===== config.mk =====
export PLATFORM = sky130hd
export DESIGN_NAME = lxh_ctrl
export DESIGN_NICKNAME = d
export VERILOG_FILES = /design/src/hw/rtl/lxh_pkg.sv /design/src/hw/rtl/lxh_ctrl.sv
export SDC_FILE = /design/constraint.sdc
export NUM_CORES = 1
export LEC_CHECK = 0
export ABC_AREA = 1
export BUFFER_PORTS_ARGS = -buffer_cell sky130_fd_sc_hd__buf_4
export CELL_PAD_IN_SITES_DETAIL_PLACEMENT = 0
export CELL_PAD_IN_SITES_GLOBAL_PLACEMENT = 1
export CORE_AREA = 2 2 39 41
export DETAILED_ROUTE_END_ITERATION = 8
export DIE_AREA = 0 0 41 43
export PLACE_DENSITY = 0.58
export SLEW_MARGIN = 5
export SYNTH_ARGS = -nofsm -noshare
export SYNTH_HDL_FRONTEND = slang
export SYNTH_SLANG_ARGS = --single-unit

===== constraint.sdc =====
create_clock -name clk -period 1.1 [get_ports clk]
set_input_delay 0.055 -clock clk [delete_from_list [all_inputs] [get_ports clk]]
set_output_delay 0.055 -clock clk [all_outputs]
set_load 0.1 [all_outputs]

===== src/hw/rtl/lxh_pkg.sv =====
package lxh_pkg;

  // Default sizes
  localparam int MAX_COLUMNS_DEF   = 64;
  localparam int MAX_ROWS_DEF      = 64;
  localparam int MAX_PARTICLES_DEF = 1024;

  // Field widths fixed by the interface
  localparam int REQ_W   = 2;
  localparam int PART_W  = 10;
  localparam int COORD_W = 6;
  localparam int U_W     = 16;
  localparam int WIND_W  = 32;
  localparam int CFG_W   = 7;
  localparam int CFG_IDX_W = 1;

  // Request codes
  localparam logic [REQ_W-1:0] REQ_PLACE = 2'd0;
  localparam logic [REQ_W-1:0] REQ_HOP   = 2'd1;
  localparam logic [REQ_W-1:0] REQ_RESET = 2'd2;

  // Hop direction, top two bits of the uniform fraction
  localparam logic [1:0] DIR_ROW_UP = 2'd0;
  localparam logic [1:0] DIR_ROW_DN = 2'd1;
  localparam logic [1:0] DIR_COL_UP = 2'd2;
  localparam logic [1:0] DIR_COL_DN = 2'd3;

  // Configuration register indexes
  localparam logic [CFG_IDX_W-1:0] CFG_ROW_LENGTH = 1'b0;
  localparam logic [CFG_IDX_W-1:0] CFG_ROW_COUNT  = 1'b1;

  // Controller to datapath commands
  typedef struct packed {
    logic sweep;   // clearing pass after reset
    logic accept;  // latch a new transaction
    logic rd_pos;  // position data back, issue occupancy read
    logic decide;  // occupancy data back, commit
    logic finish;  // result on the ports, free the old site
  } lxh_cmd_t;

  // Datapath to controller status
  typedef struct packed {
    logic sweep_last;
  } lxh_sts_t;

endpackage


===== src/hw/rtl/lxh_ctrl.sv =====
module lxh_ctrl (
  input  logic              clk,
  input  logic              rst_n,
  input  logic              start,
  output logic              busy,
  output logic              out_strobe,
  output lxh_pkg::lxh_cmd_t cmd,
  input  lxh_pkg::lxh_sts_t sts
);

  typedef enum logic [4:0] {
    S_SWEEP = 5'b00001,
    S_IDLE  = 5'b00010,
    S_POS   = 5'b00100,
    S_OCC   = 5'b01000,
    S_CLR   = 5'b10000
  } state_t;

  state_t state_r, state_nxt;
  logic   accept;

  // A new transaction may enter while the previous result is shown
  assign busy   = !((state_r == S_IDLE) || (state_r == S_CLR));
  assign accept = start && !busy;

  // Next state
  always_comb begin
    state_nxt = state_r;
    case (state_r)
      S_SWEEP: begin
        if (sts.sweep_last) state_nxt = S_IDLE;
      end
      S_IDLE: begin
        if (accept) state_nxt = S_POS;
      end
      S_POS: state_nxt = S_OCC;
      S_OCC: state_nxt = S_CLR;
      S_CLR: begin
        state_nxt = accept ? S_POS : S_IDLE;
      end
      default: state_nxt = S_SWEEP;
    endcase
  end

  always_ff @(posedge clk) begin
    if (!rst_n) begin
      state_r <= S_SWEEP;
    end else begin
      state_r <= state_nxt;
    end
  end

  // Commands
  assign cmd.sweep  = (state_r == S_SWEEP);
  assign cmd.accept = accept;
  assign cmd.rd_pos = (state_r == S_POS);
  assign cmd.decide = (state_r == S_OCC);
  assign cmd.finish = (state_r == S_CLR);
  assign out_strobe = (state_r == S_CLR);

  // Checks
  a_clr_after_occ: assert property (@(posedge clk) disable iff (!rst_n)
    (state_r == S_CLR) |-> $past(state_r == S_OCC))
    else $error("result shown without a commit cycle");

  a_sweep_exit: assert property (@(posedge clk) disable iff (!rst_n)
    ((state_r == S_SWEEP) && sts.sweep_last) |=> (state_r == S_IDLE))
    else $error("clearing pass did not end");

  a_accept_pos: assert property (@(posedge clk) disable iff (!rst_n)
    accept |=> (state_r == S_POS))
    else $error("accepted transaction not started");

endmodule


==> results of run 1 <==
[area by class of cell]
class | instances | share of cell area [%]
clock buffers | 4 | 3.697
inverters | 10 | 6.866
multi-input cells | 27 | 32.92
flip-flops and latches | 5 | 15.67
well taps | 16 | 2.817
repair buffers | 24 | 38.03
[layout by cell type, fill, tap and decap left out]
cell type / count
buf_8: 1
nor2_1: 4
clkbuf_1: 1
nor2_4: 6
clkinvlp_4: 3
nand3_4: 1
buf_6: 2
nand2_2: 1
nor2_2: 2
dfxtp_2: 3
inv_2: 1
nand4_1: 2
buf_4: 15
nand2_1: 1
nor3_4: 1
dfxtp_4: 2
clkbuf_4: 3
buf_12: 6
nor3_2: 2
nand3_2: 3
nand2_4: 2
inv_1: 6
a21oi_1: 1
o21ai_1: 1
[cell families after synthesis]
group,share of synthesized area [%]
AO/OA/AOI/OAI,3.276
buffers and inverters,17.21
flip-flops,32.79
AND/OR/NAND/NOR,46.72
[worst max-delay path: cells and delay by family (launching register included)]
family | cells | cell delay, ps
buffers and inverters | 1 | 180
flip-flops | 1 | 330
AND/OR/NAND/NOR | 5 | 540
[power groups by stage]
stage	clock network [W]	registers [W]	logic [W]
2_1_floorplan	0	0.000217	0.000274
3_3_place_gp	0	0.000222	0.000372
3_5_place_dp	0	0.000222	0.000368
4_1_cts	0.000220	0.000236	0.000478
5_1_grt	0.000233	0.000240	0.000519
6_report	0.000209	0.000237	0.000488
[worst paths after layout]
| check | start | to | slack, ps | depth (start not counted) |
|---|---|---|---|---|
| max | state_r[3] | cmd[3] | -240 | 6 |
| min | rst_n | state_r[0] | 7 | 2 |
| max reg2reg | state_r[3] | state_r[0] | -130 | 8 |
| min reg2reg | state_r[2] | state_r[4] | 600 | 3 |
[stage by stage]
stage / area (µm²) / TNS, ps / hold WS [ps] / setup WS, ps
after CTS: 681.9 / -1544 / 0.9978 / -244.7
after detailed placement: 490.5 / -459.8 / 262.5 / -89.09
final: 710.7 / -1577 / 7.485 / -244.7
after floorplan: 347.8 / -2670 / 127.5 / -696.0
after global routing: 710.7 / -2396 / 8.043 / -315.3
after global placement: 490.5 / -509.5 / 258.3 / -93.51
[per-layer routing]
metal	share of wire, %	wire, µm	vias up	track usage (%)
met1	34	296	161	13.42
met2	56	493	12	21.88
li1	-	-	189	-
met4	3.8	33	0	14.00
met3	6.3	55	4	1.571
met5	0	0	-	0
[synthesized netlist by cell type, drive strengths merged]
master   n  area (µm²)
nand3    4       30.03
nand2    4       15.01
nor3     3       20.02
nor2    12       65.06
a21oi    1       5.000
nand4    2       12.51
dfxtp    5       100.1
inv     10       37.54
buf      2       15.01
o21ai    1       5.000
[what timing repair did]
action	in CTS	in global routing
endpoints found under the setup margin	9	11
hold buffers	0	0
gates cloned	0	0
pin swaps	5	6
gates resized for setup	37	6
setup buffers	3	1
==> out/results.txt, run 1 <==
Flops & latches, synth -> 5
Critical Path End Type -> output port
Setup crit start kind -> register
Final Cycle Share -> 122.2%
Final worst slack -> -244.7 ps
Clock tree buffer depth -> 2
Cell leakage power -> 0.3211 nW
Failing checks -> negative setup slack
Syn Inst Count -> 44
Starting density of the core -> 22.06%
Crit path DAT -> 1290 ps
CTS root buf -> clkbuf_4
First-pass GRT wire length -> 1545 µm
Vias in the first global route -> 413
Finished Layout Cells -> 86
Critical Path Max Stage Delay -> 330 ps
Max FFs per register -> 5
Clock transition at path regs -> 40 ps
Worst path slowest cell -> dfxtp_2
Yosys cell types -> 14
Utilization after layout -> 51.36%
Clock power frac -> 22.4%
Clk_lat worst skew -> 240 ps
Width of the chip -> 41 µm
# DRC -> 0
Initial antenna violation count -> 0
Psw -> 0.0003903 W
Peak Freq -> 743.7 MHz
Post-DP HPWL -> 583.4 µm
GRT Total Usage -> 13.63%
CTS tree -> done
Detail Route Antenna Nets -> 0
Worst min path class -> in -> reg
Outcome -> finished, violations left
Cell Area, Synth -> 305.3 µm²
Drt total wl -> 878 µm
Crit path max fanout -> 3
H-tree depth -> 1
Share of cells above drive strength 1 -> 77.14%
Critical Path RT -> 1040 ps
DP Cell Count -> 78
RSZ-0062 raised after global routing -> true
Fin. Hold Viols -> 0
Final nets -> 75
Core Footprint -> 0.001384 mm²
Sw Share -> 41.81%
Sequential area share after synthesis -> 32.79%
Wire per inst -> 10.21 µm
Tot Pwr -> 0.0009335 W
TritonCTS Buffers -> 3
Core Rows -> 14
Area occupied by multi-input gates -> 234.0 µm²
Syn Nets -> 48
Initial drt markers -> 2
Syn Area/Cell -> 6.938 µm²
Via Count -> 366
Fillers -> 146
Pwr Density -> 1314 mW/mm²
Vias per inst -> 4.256
Port Buffers -> 10
Most flops, register -> state_r
Max Cap Viol -> 0
YS warnings -> 0
Grt ovf -> 0
DIE AREA -> 0.001763 mm²
Most frequent CP cell -> nor2_4
Detailed-router iteration count before antenna repair -> 2
Layout Skew -> 1.239 ps
Top Ports -> 11
TritonCTS Sinks -> 5
Critical path, cell by cell -> nor2_4 > nand3_2 > nor2_4 > nor2_4 > nor2_4 > buf_12
Placer Congestion -> 0.7096
Largest net degree at the start of global routing -> 5
CP Class -> reg -> out
Final max-slew violation count -> 0
Synth-to-Final Area Change -> 132.8%
Max_slew headroom -> 83.02%
Combinational power share -> 52.3%
Min Tclk post-route -> 1345 ps
Biggest regs -> state_r x5
Die extent in y -> 43 µm
Peak supply drop -> 0.6291 mV
ANT cells -> 0
Design internal power -> 0.0005432 W
Setup-failing EPs final -> 10
Seq pwr share -> 25.4%
Worst-margin pin slew -> 253.7 ps
Reg area -> 111.4 µm²
No activity file was read; power rests on OpenSTA's default activity.
==> run 2: changes to the inputs <==
--- a/config.mk
+++ b/config.mk
@@ -5,7 +5,6 @@
 export SDC_FILE = /design/constraint.sdc
 export NUM_CORES = 1
 export LEC_CHECK = 0
-export ABC_AREA = 1
 export BUFFER_PORTS_ARGS = -buffer_cell sky130_fd_sc_hd__buf_4
 export CELL_PAD_IN_SITES_DETAIL_PLACEMENT = 0
 export CELL_PAD_IN_SITES_GLOBAL_PLACEMENT = 1
==> out/results.txt, run 2 <==
Critical path, cell by cell -> or3_4 > nor3b_4 > buf_12
Hold endpoint -> state_r[1]
Core Footprint -> 0.001384 mm²
YS warnings -> 0
Starting density of the core -> 23.33%
Worst min path class -> in -> reg
CTS root buf -> clkbuf_4
Peak Freq -> 668.2 MHz
H-tree depth -> 1
Top Ports -> 11
Clock transition at path regs -> 50 ps
Cell Area, Synth -> 322.8 µm²
ANT cells -> 0
Clk_lat worst skew -> 240 ps
Initial drt markers -> 0
TritonCTS Sinks -> 5
Initial antenna violation count -> 0
Cell leakage power -> 0.2786 nW
Detail Route Antenna Nets -> 0
Clock tree buffer depth -> 2
Critical Path RT -> 1040 ps
Placed Instance Area -> 518.0 µm²
Max FFs per register -> 5
Utilization after layout -> 52.35%
Most used DFF post-synth -> dfxtp_1
CP bufs+invs -> 1
Placer Congestion -> 0.8009
Post-synth top cells -> dfxtp_1 (5), and2_1 (3), buf_4 (3), inv_1 (3)
Setup-failing EPs final -> 12
Most frequent cell after synthesis -> dfxtp_1
# DRC -> 0
Commonest cells after routing, fill and taps aside -> buf_4 (12), buf_12 (6), buf_6 (5)
Area leader, netlist -> dfxtp_1
Final max-slew violation count -> 0
Most area-consuming cells after synthesis -> dfxtp_1 (31%), buf_4 (7.0%), and2_1 (5.8%), a2111oi_2 (4.7%), nor3b_1 (4.7%)
R2r startpoint -> state_r[2]
Met2 Usage GRT -> 17.19%
Crit path DAT -> 1440 ps
Commonest non-fill, non-tap cell in the layout -> buf_4
RSZ-0062 raised after global routing -> true
EDFF count, synth -> 0
DIE AREA -> 0.001763 mm²
Final worst slack -> -396.6 ps
Largest net degree at the start of global routing -> 8
Min-delay src -> rst_n
Hold depth -> 2
Most flops, register -> state_r
CTS tree -> done
Worst path slowest cell -> or3_4
Critical Path Max Stage Delay -> 400 ps
Busiest grt layer -> met2
Min Tclk post-route -> 1497 ps
Syn Nets -> 42
Setup crit start kind -> register
First-pass GRT wire length -> 1345 µm
Die extent in y -> 43 µm
Via Count -> 349
Met1 Usage GRT -> 14.33%
Critical Path End Type -> output port
Flop2flop setup slack -> -310 ps
CP top delay family -> simple AND/OR/NAND/NOR gates
Crit path max fanout -> 4
Synth top area share -> 31.01%
Share of cells above drive strength 1 -> 73.77%
Port Buffers -> 10
GRT Total Usage -> 11.49%
Grt ovf -> 0
Max Cap Viol -> 0
Synth-to-Final Area Change -> 124.4%
Pwr Density -> 825.1 mW/mm²
Post-DP HPWL -> 640.7 µm
Width of the chip -> 41 µm
Final Cycle Share -> 136.1%
Biggest regs -> state_r x5
Layout Skew -> 3.399 ps
Yosys cell types -> 23
Max_slew headroom -> 82.58%
Failing checks -> negative setup slack
Sequential area share after synthesis -> 31.01%
Syn Area/Cell -> 8.495 µm²
Worst-margin pin slew -> 260.5 ps
Core Rows -> 14
Met3 usage -> 1.571%
Flops & latches, synth -> 5
Critical R2R Capture -> state_r[0]
Outcome -> finished, violations left
Vias in the first global route -> 358
Wire per inst -> 10.86 µm
Async SR Flop Fraction -> 0%
Detailed-router iteration count before antenna repair -> 1
Fin. Hold Viols -> 0
Worst reg-to-reg path cell count -> 6
Finished Cell Area -> 724.4 µm²
Syn Inst Count -> 38
CP Class -> reg -> out
Drt total wl -> 836 µm
Peak supply drop -> 0.7022 mV
TritonCTS Buffers -> 3
Final nets -> 66
Vias per inst -> 4.532
-- run 2: cell count changes after synthesis, moves of 3 or more --
cell / delta
inv_1: -7
nor2_1: -6
nand2_1: -3
and2_1: +3
-- run 2: layer usage --
metal,vias to the layer above,wire [µm],share of wire (%)
met5,-,0,0
met4,0,8,0.96
met3,2,28,3.3
met2,7,460,55
met1,162,339,41
li1,178,-,-
-- run 2: worst register-to-register path, cell delays in order (launching register included) --
cell and delay, ps:
dfxtp_2 310, or3_4 420, buf_6 130, buf_6 110
buf_6 110, o21ai_2 90, o211ai_1 110
-- run 2: worst max-delay path by stage --
stage | from | end | slack (ps) | depth (start not counted)
after global routing | state_r[4] | cmd[2] | -450 | 3
after detailed placement | state_r[0] | cmd[3] | -280 | 4
final | state_r[4] | cmd[2] | -400 | 3
after CTS | state_r[1] | cmd[1] | -420 | 3
after floorplan | state_r[4] | state_r[3] | -880 | 4
after global placement | state_r[0] | cmd[3] | -250 | 4
-- run 2: power breakdown --
part	internal (W)	switching (W)	total, W
Clock	0.000132	0.0000810	0.000213
Combinational	0.0000880	0.000104	0.000192
Sequential	0.000188	0.00000464	0.000193
Total	0.000408	0.000190	0.000598
-- run 2: cells by family (layout without fill, tap and decap cells) --
| group | count (synthesis) | count (layout) | synth area share, % |
|---|---|---|---|
| flops | 5 | 5 | 31.01 |
| compound gates | 7 | 7 | 17.05 |
| simple gates | 18 | 18 | 35.27 |
| xor+xnor | 1 | 1 | 2.714 |
| buf+inv | 7 | 30 | 13.95 |
-- run 2: cell type report --
cell class                 instances  area [µm²]
inverter                           3       13.76
sequential                         5       103.9
clock buffer                       3       22.52
timing repair buffer              23       266.5
fill                             132       659.4
tap                               16       20.02
multi-input combinational         26       292.8
clock inverter                     1       5.005
-- run 2: timing repair --
item,CTS,global route
gates resized for setup,34,6
buffers inserted,2,2
hold buffers,0,0
pin swaps,11,4
setup endpoints to repair,12,12
-- run 2: per-stage QoR --
| step | total power, W | hold WS (ps) | TNS (ps) | setup slack, ps | cells |
|---|---|---|---|---|---|
| after floorplan | 0.0003014 | 143.9 | -5973 | -884.4 | 38 |
| after global placement | 0.0003378 | 304.4 | -1909 | -249.9 | 71 |
| after detailed placement | 0.0003400 | 306.6 | -2048 | -278.2 | 71 |
| after CTS | 0.0005900 | 45.61 | -3289 | -422.4 | 76 |
| after global routing | 0.0006303 | 51.40 | -3861 | -448.6 | 77 |
| final | 0.0005978 | 58.54 | -3332 | -396.6 | 77 |
